`src/hdl/cgsag_pkg.sv`:
```
// Shared types, codes and sizes for the coarse-grid scatter-add/gather block.
// Used by the front, queue, back and top-level modules; depends on nothing.
package cgsag_pkg;

   localparam int COARSE_DEPTH = 4096;
   localparam int ADDR_W = (COARSE_DEPTH > 1) ? $clog2(COARSE_DEPTH) : 1;
   localparam int IDX_W = 13;
   localparam int VAL_W = 32;
   localparam int STORE_W = 48;
   localparam int QUEUE_DEPTH = 4;
   localparam int QPTR_W = $clog2(QUEUE_DEPTH);
   localparam int QCNT_W = $clog2(QUEUE_DEPTH + 1);

   // Function codes on req_func.
   localparam logic [1:0] FUNC_CLEAR = 2'd0;
   localparam logic [1:0] FUNC_ACC = 2'd1;
   localparam logic [1:0] FUNC_WRITE = 2'd2;
   localparam logic [1:0] FUNC_READ = 2'd3;

   // Classified operations handed from front to back.
   localparam logic [2:0] OP_CLEAR = 3'd0;
   localparam logic [2:0] OP_ACC = 3'd1;
   localparam logic [2:0] OP_WRITE = 3'd2;
   localparam logic [2:0] OP_READ = 3'd3;
   localparam logic [2:0] OP_SKIP = 3'd4;
   localparam logic [2:0] OP_RANGE = 3'd5;

   // Result status codes.
   localparam logic [1:0] ST_DONE = 2'd0;
   localparam logic [1:0] ST_SKIP = 2'd1;
   localparam logic [1:0] ST_RANGE = 2'd2;
   localparam logic [1:0] ST_SAT = 2'd3;

   localparam logic [STORE_W-1:0] STORE_MAX = {1'b0, {(STORE_W-1){1'b1}}};
   localparam logic [STORE_W-1:0] STORE_MIN = {1'b1, {(STORE_W-1){1'b0}}};

   typedef struct packed {
      logic [2:0]        op;
      logic [ADDR_W-1:0] addr;
      logic [VAL_W-1:0]  value;
   } cmd_type;

endpackage

```
`src/hdl/cgsag_queue.sv`:
```
// Short command queue between the front end and the store back end.
// Depends on cgsag_pkg for the command type and the queue depth.
module cgsag_queue (
   input  logic               clock,
   input  logic               reset,
   input  logic               push,
   input  cgsag_pkg::cmd_type push_cmd,
   input  logic               pop,
   output cgsag_pkg::cmd_type pop_cmd,
   output logic               q_empty,
   output logic               q_full
);

   cgsag_pkg::cmd_type                 entry_ff [cgsag_pkg::QUEUE_DEPTH];
   logic [cgsag_pkg::QPTR_W-1:0]       wr_ptr_ff, wr_ptr_in;
   logic [cgsag_pkg::QPTR_W-1:0]       rd_ptr_ff, rd_ptr_in;
   logic [cgsag_pkg::QCNT_W-1:0]       count_ff, count_in;

   assign q_empty = (count_ff == '0);
   assign q_full = (count_ff == cgsag_pkg::QCNT_W'(cgsag_pkg::QUEUE_DEPTH));
   assign pop_cmd = entry_ff[rd_ptr_ff];

   always_comb begin
      wr_ptr_in = push ? wr_ptr_ff + 1'b1 : wr_ptr_ff;
      rd_ptr_in = pop ? rd_ptr_ff + 1'b1 : rd_ptr_ff;
      count_in = count_ff;
      if (push && !pop) begin
         count_in = count_ff + 1'b1;
      end else if (pop && !push) begin
         count_in = count_ff - 1'b1;
      end
   end

   always_ff @(posedge clock) begin
      if (reset) begin
         wr_ptr_ff <= '0;
         rd_ptr_ff <= '0;
         count_ff <= '0;
      end else begin
         wr_ptr_ff <= wr_ptr_in;
         rd_ptr_ff <= rd_ptr_in;
         count_ff <= count_in;
      end
   end

   always_ff @(posedge clock) begin
      if (push) begin
         entry_ff[wr_ptr_ff] <= push_cmd;
      end
   end

endmodule

```
`config.mk`:
```
export PLATFORM = sky130hd
export DESIGN_NAME = cgsag_queue
export DESIGN_NICKNAME = d
export VERILOG_FILES = /design/src/hdl/cgsag_pkg.sv /design/src/hdl/cgsag_queue.sv
export SDC_FILE = /design/constraint.sdc
export NUM_CORES = 1
export LEC_CHECK = 0
export BUFFER_PORTS_ARGS = -buffer_cell sky130_fd_sc_hd__buf_2
export CORE_MARGIN = 2
export CORE_UTILIZATION = 36
export CTS_CLUSTER_SIZE = 25
export DETAILED_ROUTE_END_ITERATION = 6
export GPL_TIMING_DRIVEN = 0
export HOLD_SLACK_MARGIN = 0.06
export PLACE_DENSITY_LB_ADDON = 0.12
export SLEW_MARGIN = 20
export SYNTH_ARGS = -nofsm -noshare
export SYNTH_HDL_FRONTEND = slang
export SYNTH_SLANG_ARGS = --single-unit
```
`constraint.sdc`:
```
create_clock -name clock -period 3.5 [get_ports clock]
set_clock_uncertainty 0.2 [all_clocks]
set_input_delay 0.525 -clock clock [delete_from_list [all_inputs] [get_ports clock]]
set_output_delay 0.525 -clock clock [all_outputs]
set_load 0.02 [all_outputs]
```
Yosys cells after proc, flatten, opt, wreduce, memory -nomap -nowiden
Memory sizes are Yosys's and may differ from the RTL's. A register that Yosys moved wholly into a read port is not among the register bits.
Index checks and enable logic that the tools add are counted.
- bits in registers: 7
- memory bits (writable): 188
- bits of input ports: 51
- output and inout bits: 49
- word-level logic and storage cells: 21
- memories: 1
- add/subtract/negate cells: 4
- eq/ne operators: 1
- multiplexer cells: 6
- reductions and logical operators: 6
- memory list (name ; depth ; width ; read ports ; clocked after Yosys merged registers in ; write ports ; line ; source):
    entry_ff ; 4 ; 47 ; 1 ; 1 ; 1 ; cgsag_queue.sv:14 ; cgsag_pkg::cmd_type entry_ff [cgsag_pkg::QUEUE_DEPTH];
- operator list (operator ; count):
    $mux 3 ; 2
    $add 2x1->2 const B ; 2
    $mux 2 ; 2
    $add 3x1->3 const B ; 1
    $eq 3x3->1 const B ; 1
    $logic_not 3->1 ; 1
    $sub 3x1->3 const B ; 1
    $logic_and 1x1->1 ; 2
    $logic_not 1->1 ; 2
    $mux 1 ; 2
    $reduce_bool 2->1 ; 1

Depth between registers and ports, before layout
- depth after elaboration: 4
- gate-level depth with buffers: 7
- depth with buffers taken out: 7

Worst setup path after synthesis
No wires, ideal clock.
- path type: reg-to-reg
- start point: register wr_ptr_ff[0] (netlist name)
- end point: memory entry_ff[2][0] (netlist name), enable pin
- setup time: 0.409 ns
- arrival: 1.667 ns
- data required time: 2.891 ns
- setup slack: 1.223 ns
- stages on the path, launching flop included: 4
- path buffers: 0
- period minus slack after synthesis: 2.277 ns
- cell sequence: dfxtp_1 inv_1 ha_1 and2_1
- RTL lines (element ; line ; source):
    start: declaration ; cgsag_queue.sv:15 ; logic [cgsag_pkg::QPTR_W-1:0] wr_ptr_ff, wr_ptr_in;
    start signal: assignment ; cgsag_queue.sv:40 ; wr_ptr_ff <= wr_ptr_in;
    end: declaration ; cgsag_queue.sv:14 ;
No word-level cell before the write port.

==> out/qor.yml <==
logic_synthesis:
  synth_area_leaders: "edfxtp_1, mux4_2, dfxtp_1, ha_1, buf_12"
  ys_seq_elements: 197
  yosys.area.top_type: "edfxtp_1"
  synth_top_area_share_pct: 78.0
  synthCells: 289
  syn_area_mm2: 0.00724
  seq_area_frac_synth_pct: 80.5
  syn_nets: 346
  synth_cell_types: 22
  avgSynthCellArea_um2: 25.0
  yosys_warnings: 0
route:
  ant_nets: 0
  drc: 0
  post_drt_wl_per_cell_um: 19.1
  via_per_inst: 4.74
  dr.pass1.iters: 4
  wl_um: 13100
  routed-via-count: 3255
  drtIter0Drc: 138
floorplanning:
  fp.dieArea_mm2: 0.0212
  num_io_pins: 100
  core_area_mm2: 0.0196
  fp.dieH_um: 146
  start_util_pct: 36.9
  rows: 51
  die_x_um: 146
cts:
  cts_setup_buffers: 0
  cts_resized: 0
  numClockSinks: 197
  root_buffer: "clkbuf_16"
  h-tree-depth: 4
  clk_path_buf_depth: 2
  clk_pin_slew_ns: 0.07
  cts_hold_buf: 0
  tritoncts: "yes"
  numCtsBuffers: 17
  clk_latency_ns: 0.42
global_routing:
  track_usage_pct: 13.1
  grt_pass1_wl_um: 20400
  grt_pass1_vias: 3672
  grt_start_max_net_pins: 36
  grt_overflow_total: 0
  grt_antenna_before_repair: 0
worst_setup_path:
  cp.required_ns: 2.77
  path_cells: "buf_2, buf_2, mux4_2, buf_2"
  worstSetupPathType: "flip-flop to primary output"
  critPathMostFrequentCell: "buf_2"
  crit_family: "buffers and inverters"
  max_stage_delay_ns: 0.38
  cp_max_fo: 10
  slowest_stage: "buf_2"
  crit_buf_inv: 3
  endpoint_kind: "primary output"
  arrival_ns: 1.98
  start_kind: "flip-flop"
sta:
  setup_viol: 0
  finalHoldViolCount: 0
  max_freq_ghz: 0.370
  slew_headroom_pct: 55.6
  final.period_utilization_pct: 77.2
  tightestPinTransition_ns: 0.665
  period_needed_ns: 2.70
  slew_violations: 0
  fin_tns_setup_ns: 0
  grt_setup_unrepaired: "no"
run_status:
  status: "finished clean"
finish:
  fillers: 1709
  syn2layout_area_growth_pct: 20.2
  layout-drive-gt1-share_pct: 44.5
  postLayoutCellArea_mm2: 0.00869
  layout_commonest_cell: "edfxtp_1"
  final_cell_mix: "edfxtp_1, buf_2, mux4_2"
  diodes: 0
  fin_util_pct: 44.4
  final_net_count: 467
place:
  hpwlAfterDp_um: 7930
  port_buffers: 98
  place_area_mm2: 0.00816
  gp_congestion: 0.622
power:
  peakVddDrop_mv: 0.329
  p_per_area_mw_per_mm2: 590
  p_leak_uw: 0.00293
run:
  maxCapViolCount: 0
hold_path:
  hold_class: "input port to flip-flop"
[report_power, final]
group / switching [uW] / internal (uW)
sequential: 29.3 / 2700
combinational: 344 / 255
clock: 819 / 977
[area by class of cell]
type / count / area [um^2] / area share, %
clock buffers: 19 / 433 / 4.98
flip-flops and latches: 197 / 5830 / 67.0
well taps: 265 / 332 / 3.81
inverters: 4 / 15.0 / 0.173
repair buffers: 102 / 578 / 6.65
plain buffers: 11 / 106 / 1.22
multi-input cells: 77 / 1300 / 14.9
clock inverters: 12 / 106 / 1.22
[cells by family after synthesis]
group	Yosys count	synth area share, %
adders and majority gates	6	1.14
muxes	49	14.9
buffers and inverters	15	1.68
xor gates and xnor gates	5	0.605
and+or+nand+nor	15	1.02
DFF	197	80.5
AOI/OAI and AO/OA	2	0.138
[flip-flops by register name (all words and copies together) (netlist names), named ones only]
name	count
wr_ptr_ff	2
count_ff	3
entry_ff	188
rd_ptr_ff	2
[metal layers]
layer  global-route usage (%)  share of wire [%]  vias to the layer above
met4                     5.15                1.5                        0
met3                     3.61                3.7                       16
li1                         -                  -                     1458
met2                     22.1                 51                       70
met1                     15.9                 44                     1711
met5                        0                  0                        -
[Yosys cell counts]
cell	number
buf_12	3
mux4_2	47
o21ai_0	1
mux2i_1	2
fa_1	1
xnor2_1	2
nor3_1	1
buf_2	4
dfxtp_1	9
inv_1	4
nor2_1	7
edfxtp_1	188
nor3b_1	1
buf_6	1
buf_4	1
ha_1	5
and2_1	4
xor2_1	3
or3_1	1
a21oi_1	1
clkbuf_1	2
nand2_1	1
[final timing paths]
kind | from | depth (start not counted) | to | slack (ns)
setup / recovery | flip-flop | 4 | pop_cmd[10] | 0.80
hold / removal | push_cmd[19] | 1 | entry_ff[2][19]$_DFFE_PP_ | 0.11
hold reg to reg | count_ff[2]$_SDFFE_PP0P_ | 2 | count_ff[2]$_SDFFE_PP0P_ | 0.32
setup reg to reg | wr_ptr_ff[0]$_SDFFE_PP0P_ | 3 | entry_ff[1][13]$_DFFE_PP_ | 1.77
[metrics by stage]
step	cells	setup WS, ns	hold slack [ns]	power (uW)
finish	687	0.797	0.112	5130
global route	687	0.705	0.0891	5330
CTS	687	0.750	0.0884	5200
detailed placement	656	1.23	0.300	3400
global placement	652	-0.0554	0.285	3380
floorplan	289	1.22	0.266	3170
Power figures use the tool's default switching activity.
